--- src/rtl/ups_pkg.sv ---
// shared constants, codes and controller/datapath interface types for the path splitter
package ups_pkg;

    localparam int HOST_MAX = 32;
    localparam int HOST_AW  = (HOST_MAX > 1) ? $clog2(HOST_MAX) : 1;
    localparam int HOST_CW  = $clog2(HOST_MAX + 1);
    localparam int CHAR_W   = 16;

    localparam logic [CHAR_W-1:0] CH_AT    = 16'h0040;
    localparam logic [CHAR_W-1:0] CH_BSL   = 16'h005C;
    localparam logic [CHAR_W-1:0] CH_SLASH = 16'h002F;

    typedef enum logic [2:0] {
        PH_START,
        PH_LEAD,
        PH_HOST,
        PH_SHARE,
        PH_FILE,
        PH_SINK
    } phase_t;

    typedef enum logic [2:0] {
        CS_IDLE,
        CS_PFX2,
        CS_PFX_RD,
        CS_TAIL,
        CS_END
    } ctl_state_t;

    typedef enum logic [1:0] {
        PART_HOST,
        PART_SHARE,
        PART_FILE,
        PART_END
    } part_t;

    typedef enum logic [1:0] {
        STAT_OK,
        STAT_NO_LEAD,
        STAT_NO_SHARE,
        STAT_HOST_LONG
    } stat_t;

    typedef enum logic [1:0] {
        SRC_NONE,
        SRC_CH,
        SRC_BSL,
        SRC_RAM
    } src_t;

    typedef struct packed {
        logic  emit;
        part_t part;
        src_t  src;
        stat_t status;
        logic  run_end;
        logic  host_wr;
        logic  set_err;
        stat_t err_code;
        logic  set_fls;
        logic  clr_fls;
        logic  rd_clr;
        logic  rd_inc;
        logic  clr_all;
    } cmd_t;

    typedef struct packed {
        logic  out_free;
        logic  is_sep;
        logic  host_full;
        logic  pfx_done;
        logic  fls;
        stat_t err;
    } sts_t;

endpackage

--- src/rtl/unc_path_splitter.sv ---
// Network path splitter: takes one 16-bit character per transfer and returns host, share and
// file characters followed by an end marker with status. A steady stream of ordinary characters
// moves at one character per cycle while the result side keeps up. The separator that closes
// the host sends two backslashes, then the host characters before the first '@', one stored
// character per cycle from the host memory's single read port while the result side keeps up,
// then a closing backslash. The last character is followed by the end marker, with a default
// file backslash going out first when the path ended in the share without an error. No new
// character is taken while the result register holds a result that the consumer has not yet taken.
module unc_path_splitter
    import ups_pkg::*;
(
    input  logic              aclk,
    input  logic              aresetn,
    input  logic              s_valid,
    output logic              s_ready,
    input  logic [CHAR_W-1:0] s_ch,
    input  logic              s_final_char,
    output logic              m_valid,
    input  logic              m_ready,
    output logic [1:0]        m_part,
    output logic [CHAR_W-1:0] m_out_char,
    output logic [1:0]        m_status,
    output logic              m_run_end
);

    cmd_t cmd;
    sts_t sts;

    ups_ctrl u_ctrl (
        .aclk         (aclk),
        .aresetn      (aresetn),
        .s_valid      (s_valid),
        .s_final_char (s_final_char),
        .s_ready      (s_ready),
        .sts          (sts),
        .cmd          (cmd)
    );

    ups_datapath u_datapath (
        .aclk       (aclk),
        .aresetn    (aresetn),
        .s_ch       (s_ch),
        .cmd        (cmd),
        .sts        (sts),
        .m_valid    (m_valid),
        .m_ready    (m_ready),
        .m_part     (m_part),
        .m_out_char (m_out_char),
        .m_status   (m_status),
        .m_run_end  (m_run_end)
    );

endmodule

--- src/rtl/ups_ram.sv ---
// generic single write port ram with registered read
module ups_ram #(
    parameter int WIDTH = 16,
    parameter int DEPTH = 32
) (
    input  logic                                     aclk,
    input  logic                                     we,
    input  logic [((DEPTH > 1) ? $clog2(DEPTH) : 1)-1:0] waddr,
    input  logic [WIDTH-1:0]                         wdata,
    input  logic [((DEPTH > 1) ? $clog2(DEPTH) : 1)-1:0] raddr,
    output logic [WIDTH-1:0]                         rdata
);

    logic [WIDTH-1:0] mem [DEPTH];
    logic [WIDTH-1:0] rdata_reg;

    always_ff @(posedge aclk) begin
        if (we) begin
            mem[waddr] <= wdata;
        end
        rdata_reg <= mem[raddr];
    end

    assign rdata = rdata_reg;

endmodule

--- src/rtl/ups_datapath.sv ---
// path splitter datapath: host store, counters, flags and result register
module ups_datapath
    import ups_pkg::*;
(
    input  logic              aclk,
    input  logic              aresetn,
    input  logic [CHAR_W-1:0] s_ch,
    input  cmd_t              cmd,
    output sts_t              sts,
    output logic              m_valid,
    input  logic              m_ready,
    output logic [1:0]        m_part,
    output logic [CHAR_W-1:0] m_out_char,
    output logic [1:0]        m_status,
    output logic              m_run_end
);

    logic [HOST_CW-1:0] host_count_reg, host_count_next;
    logic [HOST_CW-1:0] prefix_len_reg, prefix_len_next;
    logic [HOST_CW-1:0] rd_idx_reg, rd_idx_next;
    logic               at_seen_reg, at_seen_next;
    logic               fls_reg, fls_next;
    stat_t              err_reg, err_next;
    logic               m_valid_reg, m_valid_next;
    logic [1:0]         m_part_reg;
    logic [CHAR_W-1:0]  m_char_reg;
    logic [1:0]         m_status_reg;
    logic               m_run_end_reg;
    logic [CHAR_W-1:0]  ram_rdata;
    logic [CHAR_W-1:0]  emit_char;

    ups_ram #(
        .WIDTH (CHAR_W),
        .DEPTH (HOST_MAX)
    ) u_host_ram (
        .aclk  (aclk),
        .we    (cmd.host_wr),
        .waddr (host_count_reg[HOST_AW-1:0]),
        .wdata (s_ch),
        .raddr (rd_idx_next[HOST_AW-1:0]),
        .rdata (ram_rdata)
    );

    always_comb begin
        host_count_next = host_count_reg;
        prefix_len_next = prefix_len_reg;
        at_seen_next    = at_seen_reg;
        fls_next        = fls_reg;
        err_next        = err_reg;
        rd_idx_next     = rd_idx_reg;
        if (cmd.host_wr) begin
            host_count_next = host_count_reg + HOST_CW'(1);
            if (s_ch == CH_AT) begin
                at_seen_next = 1'b1;
            end else if (!at_seen_reg) begin
                prefix_len_next = prefix_len_reg + HOST_CW'(1);
            end
        end
        if (cmd.set_err) begin
            err_next = cmd.err_code;
        end
        if (cmd.set_fls) begin
            fls_next = 1'b1;
        end else if (cmd.clr_fls) begin
            fls_next = 1'b0;
        end
        if (cmd.rd_clr) begin
            rd_idx_next = '0;
        end else if (cmd.rd_inc) begin
            rd_idx_next = rd_idx_reg + HOST_CW'(1);
        end
        if (cmd.clr_all) begin
            host_count_next = '0;
            prefix_len_next = '0;
            at_seen_next    = 1'b0;
            fls_next        = 1'b0;
            err_next        = STAT_OK;
            rd_idx_next     = '0;
        end
    end

    always_comb begin
        unique case (cmd.src)
            SRC_NONE: emit_char = '0;
            SRC_CH:   emit_char = s_ch;
            SRC_BSL:  emit_char = CH_BSL;
            SRC_RAM:  emit_char = ram_rdata;
            default:  emit_char = '0;
        endcase
    end

    always_comb begin
        m_valid_next = m_valid_reg;
        if (cmd.emit) begin
            m_valid_next = 1'b1;
        end else if (m_ready) begin
            m_valid_next = 1'b0;
        end
    end

    always_ff @(posedge aclk) begin
        if (!aresetn) begin
            host_count_reg <= '0;
            prefix_len_reg <= '0;
            at_seen_reg    <= 1'b0;
            fls_reg        <= 1'b0;
            err_reg        <= STAT_OK;
            rd_idx_reg     <= '0;
            m_valid_reg    <= 1'b0;
        end else begin
            host_count_reg <= host_count_next;
            prefix_len_reg <= prefix_len_next;
            at_seen_reg    <= at_seen_next;
            fls_reg        <= fls_next;
            err_reg        <= err_next;
            rd_idx_reg     <= rd_idx_next;
            m_valid_reg    <= m_valid_next;
        end
    end

    always_ff @(posedge aclk) begin
        if (cmd.emit) begin
            m_part_reg    <= cmd.part;
            m_char_reg    <= emit_char;
            m_status_reg  <= cmd.status;
            m_run_end_reg <= cmd.run_end;
        end
    end

    assign sts.out_free  = !m_valid_reg || m_ready;
    assign sts.is_sep    = (s_ch == CH_BSL) || (s_ch == CH_SLASH);
    assign sts.host_full = (host_count_reg == HOST_CW'(HOST_MAX));
    assign sts.pfx_done  = (rd_idx_reg == prefix_len_reg);
    assign sts.fls       = fls_reg;
    assign sts.err       = err_reg;

    assign m_valid    = m_valid_reg;
    assign m_part     = m_part_reg;
    assign m_out_char = m_char_reg;
    assign m_status   = m_status_reg;
    assign m_run_end  = m_run_end_reg;

endmodule

--- src/rtl/ups_ctrl.sv ---
// path splitter controller: parse phase and result sequencing state machine
module ups_ctrl
    import ups_pkg::*;
(
    input  logic aclk,
    input  logic aresetn,
    input  logic s_valid,
    input  logic s_final_char,
    output logic s_ready,
    input  sts_t sts,
    output cmd_t cmd
);

    ctl_state_t state_reg, state_next;
    phase_t     phase_reg, phase_next;
    logic       last_reg, last_next;
    logic       accept;
    logic       need_def;
    stat_t      end_stat;

    assign s_ready  = (state_reg == CS_IDLE) && sts.out_free;
    assign accept   = s_valid && s_ready;
    assign need_def = (sts.err == STAT_OK) && (phase_reg == PH_SHARE);

    always_comb begin
        if (sts.err != STAT_OK) begin
            end_stat = sts.err;
        end else if ((phase_reg == PH_SHARE) || (phase_reg == PH_FILE)) begin
            end_stat = STAT_OK;
        end else begin
            end_stat = STAT_NO_SHARE;
        end
    end

    // next state
    always_comb begin
        state_next = state_reg;
        phase_next = phase_reg;
        last_next  = last_reg;
        unique case (state_reg)
            CS_IDLE: begin
                if (accept) begin
                    last_next = s_final_char;
                    unique case (phase_reg)
                        PH_START: phase_next = sts.is_sep ? PH_LEAD : PH_SINK;
                        PH_LEAD: begin
                            if (!sts.is_sep) begin
                                phase_next = sts.host_full ? PH_SINK : PH_HOST;
                            end
                        end
                        PH_HOST: begin
                            if (sts.is_sep) begin
                                phase_next = PH_SHARE;
                            end else if (sts.host_full) begin
                                phase_next = PH_SINK;
                            end
                        end
                        PH_SHARE: begin
                            if (sts.is_sep) begin
                                phase_next = PH_FILE;
                            end
                        end
                        PH_FILE, PH_SINK: phase_next = phase_reg;
                        default: phase_next = phase_reg;
                    endcase
                    if ((phase_reg == PH_HOST) && sts.is_sep) begin
                        state_next = CS_PFX2;
                    end else if (s_final_char) begin
                        state_next = CS_TAIL;
                    end
                end
            end
            CS_PFX2: begin
                if (sts.out_free) begin
                    state_next = CS_PFX_RD;
                end
            end
            CS_PFX_RD: begin
                if (sts.out_free && sts.pfx_done) begin
                    state_next = last_reg ? CS_TAIL : CS_IDLE;
                end
            end
            CS_TAIL: begin
                if (sts.out_free) begin
                    if (need_def) begin
                        state_next = CS_END;
                    end else begin
                        state_next = CS_IDLE;
                        phase_next = PH_START;
                    end
                end
            end
            CS_END: begin
                if (sts.out_free) begin
                    state_next = CS_IDLE;
                    phase_next = PH_START;
                end
            end
            default: state_next = CS_IDLE;
        endcase
    end

    // outputs
    always_comb begin
        cmd = '0;
        unique case (state_reg)
            CS_IDLE: begin
                if (accept) begin
                    cmd.run_end = !s_final_char;
                    unique case (phase_reg)
                        PH_START: begin
                            if (!sts.is_sep) begin
                                cmd.set_err  = 1'b1;
                                cmd.err_code = STAT_NO_LEAD;
                            end
                        end
                        PH_LEAD, PH_HOST: begin
                            if ((phase_reg == PH_HOST) && sts.is_sep) begin
                                cmd.emit    = 1'b1;
                                cmd.part    = PART_SHARE;
                                cmd.src     = SRC_BSL;
                                cmd.run_end = 1'b0;
                                cmd.rd_clr  = 1'b1;
                            end else if (!sts.is_sep) begin
                                if (sts.host_full) begin
                                    cmd.set_err  = 1'b1;
                                    cmd.err_code = STAT_HOST_LONG;
                                end else begin
                                    cmd.host_wr = 1'b1;
                                    cmd.emit    = 1'b1;
                                    cmd.part    = PART_HOST;
                                    cmd.src     = SRC_CH;
                                end
                            end
                        end
                        PH_SHARE: begin
                            cmd.emit = 1'b1;
                            if (sts.is_sep) begin
                                cmd.part    = PART_FILE;
                                cmd.src     = SRC_BSL;
                                cmd.set_fls = 1'b1;
                            end else begin
                                cmd.part = PART_SHARE;
                                cmd.src  = SRC_CH;
                            end
                        end
                        PH_FILE: begin
                            if (sts.is_sep) begin
                                cmd.emit    = !sts.fls;
                                cmd.part    = PART_FILE;
                                cmd.src     = SRC_BSL;
                                cmd.set_fls = 1'b1;
                            end else begin
                                cmd.emit    = 1'b1;
                                cmd.part    = PART_FILE;
                                cmd.src     = SRC_CH;
                                cmd.clr_fls = 1'b1;
                            end
                        end
                        PH_SINK: cmd.emit = 1'b0;
                        default: cmd.emit = 1'b0;
                    endcase
                end
            end
            CS_PFX2: begin
                if (sts.out_free) begin
                    cmd.emit = 1'b1;
                    cmd.part = PART_SHARE;
                    cmd.src  = SRC_BSL;
                end
            end
            CS_PFX_RD: begin
                if (sts.out_free) begin
                    cmd.emit = 1'b1;
                    cmd.part = PART_SHARE;
                    if (sts.pfx_done) begin
                        cmd.src     = SRC_BSL;
                        cmd.run_end = !last_reg;
                    end else begin
                        cmd.src    = SRC_RAM;
                        cmd.rd_inc = 1'b1;
                    end
                end
            end
            CS_TAIL, CS_END: begin
                if (sts.out_free) begin
                    cmd.emit = 1'b1;
                    if ((state_reg == CS_TAIL) && need_def) begin
                        cmd.part = PART_FILE;
                        cmd.src  = SRC_BSL;
                    end else begin
                        cmd.part    = PART_END;
                        cmd.src     = SRC_NONE;
                        cmd.status  = end_stat;
                        cmd.run_end = 1'b1;
                        cmd.clr_all = 1'b1;
                    end
                end
            end
            default: cmd = '0;
        endcase
    end

    always_ff @(posedge aclk) begin
        if (!aresetn) begin
            state_reg <= CS_IDLE;
            phase_reg <= PH_START;
            last_reg  <= 1'b0;
        end else begin
            state_reg <= state_next;
            phase_reg <= phase_next;
            last_reg  <= last_next;
        end
    end

endmodule

--- config.mk ---
export PLATFORM = sky130hd
export DESIGN_NAME = unc_path_splitter
export DESIGN_NICKNAME = d
export VERILOG_FILES = /design/src/rtl/ups_pkg.sv /design/src/rtl/unc_path_splitter.sv /design/src/rtl/ups_ram.sv /design/src/rtl/ups_datapath.sv /design/src/rtl/ups_ctrl.sv
export SDC_FILE = /design/constraint.sdc
export NUM_CORES = 1
export LEC_CHECK = 0
export BUFFER_PORTS_ARGS = -buffer_cell sky130_fd_sc_hd__buf_2
export CORE_ASPECT_RATIO = 0.9
export CORE_MARGIN = 2
export CORE_UTILIZATION = 31
export DETAILED_ROUTE_END_ITERATION = 12
export PLACE_DENSITY = 0.46
export RECOVER_POWER = 50
export SLEW_MARGIN = 10
export SYNTH_ARGS = -nofsm -noshare
export SYNTH_HDL_FRONTEND = slang
export SYNTH_HIERARCHICAL = 1
export SYNTH_SLANG_ARGS = --single-unit
--- constraint.sdc ---
create_clock -name aclk -period 4 [get_ports aclk]
set_clock_uncertainty 0.2 [all_clocks]
set_input_delay 0.8 -clock aclk [delete_from_list [all_inputs] [get_ports aclk]]
set_output_delay 0.8 -clock aclk [all_outputs]
set_load 0.02 [all_outputs]
==> flow_summary.toml, run 1 <==
[status]
status = "complete, but fails checks"
failed_checks = "max-capacitance violations, max-slew violations"

[hold_path]
hp-class = "input port to flip-flop"
hp-start = "s_final_char"

[worst_setup_path]
path_class = "input port to flip-flop"
slowest_stage = "or4_4"
required_ns = 4.36
worstPathArrival_ns = 4.26
crit_fanout = 12
crit_path_end_kind = "flip-flop"
crit_chain = "buf_2 -> or4_4 -> nor4_4 -> buf_4 -> and4b_2 -> nand4bb_2 -> nor2_1 -> or2_4 -> nor2_4 -> buf_4 -> buf_12 -> buf_12 -> buf_4 -> mux2i_1 -> a22oi_2 -> nand4_1 -> nand3_1"
crit_top_cell = "buf_4"
crit_start = "s_ch[11]"
cp-start-kind = "input port"
r2r-start = "u_ctrl/phase_reg[2]"
slowest_delay_ns = 0.57

[sta]
finalCriticalPeriod_ns = 3.901
tightestPinTransition_ns = 1.972
slew_headroom_pct = -31.44
hold_viol = 0
max_freq_mhz = 256.4
period_share_pct = 97.52
setup_viol = 0
drv_slew = 371

[route]
drc = 0
wl_mm = 67.25
drt_iter0_markers = 1295
via_per_inst = 5.070
vias = 13810
first_pass_iters = 7
wl_per_cell_um = 24.70
antenna_left = 0

[clock_network]
cts_sinks = 579
insertion_delay_ns = 0.63
htreeDepth = 2
cts_tree = "built"
cts-root-buf = "clkbuf_16"
numCtsBuffers = 61
cts_buffer_depth = 3
path_clk_slew_ns = 0.06

[yosys]
ys_seq_area_share_pct = 71.89
synth-edff-count = 533
syn-num-nets = 1486
synth_area_um2 = 23540
ys_types = 69
syn_area_per_cell_um2 = 16.11
ys_ff_latch = 579
ys_async_sr_fraction_pct = 0
synth_ff_type = "edfxtp_1"
yosysTopAreaCell = "edfxtp_1"
synth_top_area_share_pct = 67.98
synth_cells = 1461
synthTopCellsByArea = "edfxtp_1 68%, mux2i_1 12%, dfxtp_1 3.9%, a22oi_1 2.0%, a22o_1 1.2%"
ys_warn_count = 6

[cells_and_area]
final_cell_area_um2 = 28710
nFillCells = 6988
drive_gt1_share_pct = 19.34
largest_reg_flops = 512
nNetsFinal = 1727
n_antenna_cell = 0
final_util_pct = 38.33
area_growth_pct = 21.93

[placed_design]
io_buffers = 43
dp_hpwl_mm = 44.07
dpl_cell_area_um2 = 26790
place_congestion = 0.7781

[power_and_ir_drop]
combPwrFrac_pct = 16.0
p_sw_mw = 3.802
clockPowerShare_pct = 37.0
vdd_drop_max_mv = 0.3271
power_density_nw_per_um2 = 517.6
p_int_mw = 11.06
p_sw_share_pct = 25.59
p_leak_nw = 9.070
pwr-share-seq_pct = 47.0

[die]
die_area_um2 = 78170
die_w_um = 294.5
io_pins = 44
start_util_pct = 31.44
core_area_um2 = 74880
rows = 95
fp.dieH_um = 265.4

[grt]
grt_first_pass_wirelength_mm = 96.01
antenna_found_initial = 7
grt_usage_pct = 17.18
grt_max_degree = 42
gr-total-overflow = 0
grt_pass1_vias = 13710

[flow_run]
max_cap_viol_count = 11
==> worst max-delay path, delay by kind of cell <==
kind,cells,cell delay (ns)
compound gates,1,0.21
buf+inv,6,0.99
mux,1,0.14
simple gates,9,2.10
==> power groups by stage <==
| stage | logic [mW] | clock network [mW] | registers [mW] |
|---|---|---|---|
| floorplan | 1.29 | 0 | 7.25 |
| global placement | 2.40 | 0 | 7.10 |
| detailed placement | 2.41 | 0 | 7.10 |
| CTS | 2.45 | 5.65 | 6.97 |
| global route | 2.56 | 5.88 | 7.00 |
| finish | 2.38 | 5.49 | 6.98 |
==> synthesized netlist by cell type, types with 4 or more instances <==
master,count
edfxtp_1,533
mux2i_1,282
nor2_1,68
a22oi_1,64
nand2_1,60
a21oi_1,47
dfxtp_1,46
nand3_1,36
a22o_1,32
buf_4,23
nand4_1,23
nor3_1,23
buf_2,21
a31oi_1,19
clkbuf_1,19
nor2b_1,19
inv_1,11
nand2b_1,11
o21ai_0,10
and2_1,9
buf_6,9
xnor2_1,9
xor2_1,9
nand3b_1,8
buf_8,6
buf_12,5
ha_1,4
==> repair_timing <==
action	4_1_cts	5_1_grt
pin swaps	1	5
setup endpoints to repair	6	5
buffers inserted	6	1
resized for setup	1	4
hold endpoints to repair	0	0
hold buffers	0	0
cloned	0	0
==> logic make-up (layout without fill, tap and decap cells) <==
logic type | after synthesis | after routing | share of synthesized area [%]
AOI/OAI and AO/OA | 193 | 193 | 5.750
xor gates and xnor gates | 18 | 18 | 0.6696
adders and majority gates | 4 | 4 | 0.2126
buffers and inverters | 96 | 388 | 2.928
DFF | 579 | 579 | 71.89
muxes | 283 | 283 | 12.05
and+or+nand+nor | 288 | 288 | 6.494
==> area by class of cell <==
class | instances | area [µm²] | share of cell area (%)
sequential | 579 | 16930 | 58.96
multi-input combinational | 786 | 6018 | 20.96
timing repair buffer | 262 | 2564 | 8.931
clock buffer | 85 | 1719 | 5.989
tap | 970 | 1214 | 4.228
clock inverter | 29 | 220.2 | 0.7671
inverter | 12 | 45.04 | 0.1569
==> final timing paths <==
path,slack (ns),endpoint,cells after the start
setup / recovery,0.1,u_datapath/u_host_ram/rdata[6],17
setup reg to reg,0.36,u_datapath/u_host_ram/rdata[11],15
hold reg to reg,0.29,u_datapath/fls_reg,2
hold / removal,0.25,u_ctrl/last_reg,3
==> cell usage in the layout, fill, tap and decap left out, drive strengths merged, types with 8 or more instances in the layout <==
cell,count
edfxtp,533
mux2i,282
buf,207
clkbuf,140
nor2,69
a22oi,64
nand2,61
a21oi,47
dfxtp,46
nand3,36
a22o,32
nor3,25
nand4,23
clkinv,23
a31oi,19
nor2b,19
inv,14
o21ai,12
nand2b,11
xnor2,9
xor2,9
and2,9
nand3b,8
==> stage by stage <==
step	total power, mW	hold slack (ns)	setup TNS [ns]	setup slack [ns]	instances
detailed placement	9.516	0.2820	-36.14	-0.9267	2602
finish	14.86	0.2509	0	0.09914	2723
CTS	15.07	0.2101	0	0.01661	2722
global placement	9.491	0.2645	-33.63	-0.8563	2602
floorplan	8.538	0.2524	0	0.07733	1461
global route	15.44	0.2582	-0.006088	-0.006088	2723
==> per-layer routing <==
metal,wire (µm),share of wire (%),GRT usage (%)
met1,31890,47,25.07
met2,30050,45,26.49
met3,4097,6.1,3.200
met4,1187,1.8,3.916
met5,23,0.034,0
Power figures use the tool's default switching activity.
==> run 2: changes to the inputs <==
--- a/config.mk
+++ b/config.mk
@@ -12,6 +12,7 @@
 export DETAILED_ROUTE_END_ITERATION = 12
 export PLACE_DENSITY = 0.46
 export RECOVER_POWER = 50
+export REMOVE_ABC_BUFFERS = 1
 export SLEW_MARGIN = 10
 export SYNTH_ARGS = -nofsm -noshare
 export SYNTH_HDL_FRONTEND = slang
==> constraint.sdc (replaced) <==
create_clock -name aclk -period 4 [get_ports aclk]
set_clock_uncertainty 0.2 [all_clocks]
set_input_delay 0.4 -clock aclk [delete_from_list [all_inputs] [get_ports aclk]]
set_output_delay 0.4 -clock aclk [all_outputs]
set_load 0.02 [all_outputs]
==> run 2 against run 1 <==
The run still ends with max-capacitance violations, max-slew violations left. Final cell count down 0.48%. Via count down 2.7%. Sequential share of layout area up 1.1 points. Count of clock-buffer cells in the layout up 7. Non-clock buffer count down 16. Power up 0.87%. Worst hold slack worse by 0.15 ns. Combinational power down 7%. Die area unchanged. First-iteration DRC count down 6.7%. Sequential power about the same. Critical path type is now flip-flop to flip-flop. Highest routed layer is now met4.
==> flow_summary.toml, run 2 (synthesized netlist as in run 1, its figures left out) <==
[status]
status = "complete, but fails checks"
failed_checks = "max-capacitance violations, max-slew violations"

[route]
wl_mm = 65.06
drc = 0
via_per_inst = 4.957
drt_iter0_markers = 1208
antenna_left = 0
first_pass_iters = 5
vias = 13430
wl_per_cell_um = 24.01

[grt]
grt_usage_pct = 16.64
grt_first_pass_wirelength_mm = 94.47
grt_pass1_vias = 13590
gr-total-overflow = 0
grt_max_degree = 35
antenna_found_initial = 1

[clock_network]
path_clk_slew_ns = 0.06
numCtsBuffers = 61
cts_buffer_depth = 3
htreeDepth = 2
insertion_delay_ns = 0.64
cts_sinks = 579
cts_tree = "built"
post-cts-setup-buffer-count = 0
cts-root-buf = "clkbuf_16"

[die]
die_w_um = 294.5
fp.dieH_um = 265.4
rows = 95
core_area_um2 = 74880
die_area_um2 = 78170
start_util_pct = 31.44
io_pins = 44

[sta]
grt_setup_unrepaired = "false"
hold_viol = 0
timing.final.ws_setup_ns = 0.1778
tightestPinTransition_ns = 1.998
finalCriticalPeriod_ns = 3.822
setup_viol = 0
fin_tns_setup_ns = 0
slew_headroom_pct = -33.18
max_freq_mhz = 261.6
drv_slew = 402
period_share_pct = 95.56

[hold_path]
hp-start = "m_ready"
hp-class = "input port to flip-flop"
whs_endpoint = "u_datapath/m_valid"
hold_depth = 4

[cells_and_area]
layout_commonest_cell = "edfxtp_1"
nNetsFinal = 1711
drive_gt1_share_pct = 16.97
final_cell_mix = "533 x edfxtp_1, 282 x mux2i_1, 140 x buf_4"
final_util_pct = 37.64
largest_reg_flops = 512
area_growth_pct = 19.71
nFillCells = 7061

[power_and_ir_drop]
p_leak_nw = 8.878
vdd_drop_max_mv = 0.3441
power_density_nw_per_um2 = 531.8

[flow_run]
max_cap_viol_count = 13

[placed_design]
io_buffers = 43
post-place-ws_ns = -0.7594
dp_hpwl_mm = 42.88
place_congestion = 0.8241

[worst_setup_path]
path_class = "flip-flop to flip-flop"
crit_fanout = 31
worstPathArrival_ns = 4.09
crit_path_end_kind = "flip-flop"
r2r-start = "u_ctrl/phase_reg[2]"
worstRegToRegCells = 14
r2r_end = "u_datapath/u_host_ram/rdata[2]"
ff2ff_setup_slack_ns = 0.18
cp-start-kind = "flip-flop"
required_ns = 4.27
-- run 2: changes by cell type in the layout (fill, tap and decap cells not counted), moves of 2 or more --
cell	delta
bufinv_16	+3
a31oi_1	-4
diode_2	+2
nor2_2	-12
clkbuf_8	+7
buf_4	+8
clkbuf_4	+2
buf_2	-4
a31oi_2	+4
clkinv_2	-6
clkbuf_1	+11
dlygate4sd3_1	+6
buf_12	-38
nor2_1	+12
-- run 2: worst max-delay path by stage --
stage	start	end	cells after the start
global route	u_ctrl/phase_reg[2]	u_datapath/u_host_ram/rdata[15]	14
global placement	s_ch[5]	u_datapath/u_host_ram/rdata[9]	16
CTS	u_ctrl/phase_reg[2]	u_datapath/u_host_ram/rdata[0]	13
finish	u_ctrl/phase_reg[2]	u_datapath/u_host_ram/rdata[2]	14
floorplan	u_ctrl/phase_reg[1]	u_datapath/u_host_ram/rdata[0]	12
detailed placement	s_ch[5]	u_datapath/u_host_ram/rdata[15]	15
-- run 2: power by group --
part           switching, mW  total (mW)  leakage [nW]  internal, mW
logic                   1.37        2.22          2.68         0.843
registers             0.0788        6.98          5.19          6.90
clock network           2.33        5.79          1.01          3.46
-- run 2: repair_timing --
item / CTS / global route
resized for setup: 3 / 5
hold buffers: 6 / 0
endpoints found under the hold margin: 17 / 0
endpoints found under the setup margin: 8 / 9
-- run 2: per-layer routing --
| layer | GRT usage [%] | part of all wire, % |
|---|---|---|
| met5 | 0 | 0 |
| met1 | 23.85 | 47 |
| met3 | 2.423 | 4.9 |
| met2 | 26.14 | 46 |
| met4 | 4.964 | 2.4 |
-- run 2: layout make-up --
type                            instances  area (µm²)  share of cell area, %
Antenna cell                            2       5.005                0.01776
Clock buffer                           92        1794                  6.366
Clock inverter                         23       281.5                 0.9988
Inverter                               12       45.04                 0.1598
Multi-Input combinational cell        786        5963                  21.16
Sequential cell                       579       16930                  60.05
Tap cell                              970        1214                  4.306
Timing Repair Buffer                  246        1956                  6.939
-- run 2: through the flow --
step                      area [µm²]  hold slack [ns]  power [mW]  std cells
after floorplan                22900           0.2524       8.908       1377
after global placement         26210           0.2710       9.438       2587
after detailed placement       26210           0.2914       9.443       2587
after CTS                      28370         0.007732       15.28       2708
after global routing           28180           0.1261       15.58       2708
final                          28180           0.1011       14.99       2710
-- run 2: critical path, stage by stage, from the launching register on --
cell and delay (ns):
dfxtp_1 0.31, nand3b_1 0.23, nor3_2 0.26, nor3_1 0.09
o21ai_1 0.18, inv_1 0.11, or2_2 0.37, nor2_4 0.31
buf_12 0.25, buf_12 0.26, buf_4 0.24, mux2i_1 0.20
nand2_1 0.07, a31oi_1 0.36, nand3_1 0.21
==> run 3: changes to the inputs <==
--- a/config.mk
+++ b/config.mk
@@ -8,9 +8,9 @@
 export BUFFER_PORTS_ARGS = -buffer_cell sky130_fd_sc_hd__buf_2
 export CORE_ASPECT_RATIO = 0.9
 export CORE_MARGIN = 2
-export CORE_UTILIZATION = 31
+export CORE_UTILIZATION = 46
 export DETAILED_ROUTE_END_ITERATION = 12
-export PLACE_DENSITY = 0.46
+export PLACE_DENSITY = 0.63
 export RECOVER_POWER = 50
 export REMOVE_ABC_BUFFERS = 1
 export SLEW_MARGIN = 10
==> run 3 against run 2 <==
The run still ends with max-capacitance violations, max-slew violations left. Fmax is 5.0% higher. Sequential power about the same. Register-to-register slack gained 0.19 ns. Wire length is 12% lower. Global-route usage grew 5.1 points. Combinational power fell by 5%. Final area shrank 3.0%. Sequential share of layout area rose by 1.8 points. Critical path type is now input port to flip-flop. Setup slack improved by 0.18 ns. Non-clock buffer count is 41 lower. Highest routed layer unchanged. Die area down 32%. Power shrank 3.0%.
==> flow_summary.toml, run 3 (synthesized netlist as in run 1, its figures left out) <==
[status]
status = "complete, but fails checks"
failed_checks = "max-capacitance violations, max-slew violations"

[placed_design]
io_buffers = 43
dpl_cell_area_um2 = 25590
dp_hpwl_mm = 37.38
post-place-ws_ns = 0.1002
place_congestion = 0.8434
dp_cells = 2259

[route]
drt_iter0_markers = 1272
drc = 0
wl_per_cell_um = 24.08
first_pass_iters = 5
vias = 13410
antenna_left = 0
wl_mm = 57.01
via_per_inst = 5.661

[sta]
slew_headroom_pct = -30.37
grt_setup_unrepaired = "false"
period_share_pct = 90.98
timing.final.ws_setup_ns = 0.3607
setup_viol = 0
max_freq_mhz = 274.8
finalCriticalPeriod_ns = 3.639
drv_slew = 411
fin_tns_setup_ns = 0
hold_viol = 0
worst_hold_slack_ns = 0.1427
tightestPinTransition_ns = 1.955

[clock_network]
cts_buffer_depth = 3
post-cts-setup-buffer-count = 0
cts-root-buf = "clkbuf_16"
path_clk_slew_ns = 0.06
cts_tree = "built"
htreeDepth = 2
numCtsBuffers = 58
insertion_delay_ns = 0.63
cts_sinks = 579

[worst_setup_path]
required_ns = 4.11
cp-start-kind = "input port"
path_class = "input port to flip-flop"
worstPathArrival_ns = 3.75
crit_path_end_kind = "flip-flop"
crit_fanout = 12

[die]
rows = 78
core_area_um2 = 50460
die_area_um2 = 53010
die_w_um = 242.5
fp.dieH_um = 218.6
io_pins = 44
start_util_pct = 46.66

[power_and_ir_drop]
power_density_nw_per_um2 = 531.5
p_leak_nw = 8.625
vdd_drop_max_mv = 0.3530
p_total_mw = 14.54

[grt]
grt_max_degree = 41
grt_first_pass_wirelength_mm = 85.17
antenna_found_initial = 1
grt_usage_pct = 21.70
gr-total-overflow = 0
grt_pass1_vias = 13200

[cells_and_area]
layout_commonest_cell = "edfxtp_1"
nNetsFinal = 1667
n_antenna_cell = 0
final_util_pct = 54.21
final_cells = 2368
area_growth_pct = 16.17
largest_reg_flops = 512
final_cell_mix = "533 x edfxtp_1, 282 x mux2i_1, 102 x buf_4"
final_cell_area_um2 = 27350
drive_gt1_share_pct = 14.63

[hold_path]
hp-class = "input port to flip-flop"

[flow_run]
max_cap_viol_count = 12
-- run 3: what timing repair did --
action | 4_1_cts | 5_1_grt
hold buffers | 3 | 0
resized for setup | 0 | 0
hold endpoints to repair | 10 | 0
-- run 3: worst paths after layout --
kind	from	to	slack (ns)	depth (start not counted)
worst min register to register	u_datapath/at_seen_reg	u_datapath/at_seen_reg	0.30	2
worst min-delay path	m_ready	u_datapath/m_valid	0.14	3
worst max-delay path	s_ch[5]	u_datapath/u_host_ram/mem[24][8]	0.36	10
worst max register to register	u_ctrl/phase_reg[2]	u_datapath/u_host_ram/rdata[1]	0.37	12
-- run 3: per-layer routing --
| layer | part of all wire (%) | global-route usage [%] |
|---|---|---|
| met5 | 0 | 0 |
| met4 | 2.3 | 6.420 |
| met3 | 5.8 | 2.739 |
| met1 | 46 | 31.83 |
| met2 | 46 | 34.07 |
-- run 3: cell type report --
cell class | instances | area [µm²]
well taps | 680 | 850.8
flip-flops and latches | 579 | 16930
fillers | 4056 | 23100
clock inverters | 26 | 261.5
clock buffers | 80 | 1655
multi-input cells | 786 | 5929
repair buffers | 205 | 1683
inverters | 12 | 45.04
-- run 3: worst max-delay path, stage by stage --
cell      delay (ns)
clkbuf_1        0.37
nor4b_1         0.13
a21oi_1         0.28
and4b_2         0.28
clkbuf_1        0.26
nor4_1          0.43
and2_0          0.39
or3b_2          0.64
nor2_1          0.33
buf_4           0.23
-- run 3: where the power goes --
| group | internal (mW) | switching (mW) |
|---|---|---|
| clock | 3.20 | 2.23 |
| sequential | 6.90 | 0.0863 |
| combinational | 0.821 | 1.30 |
| total | 10.9 | 3.62 |
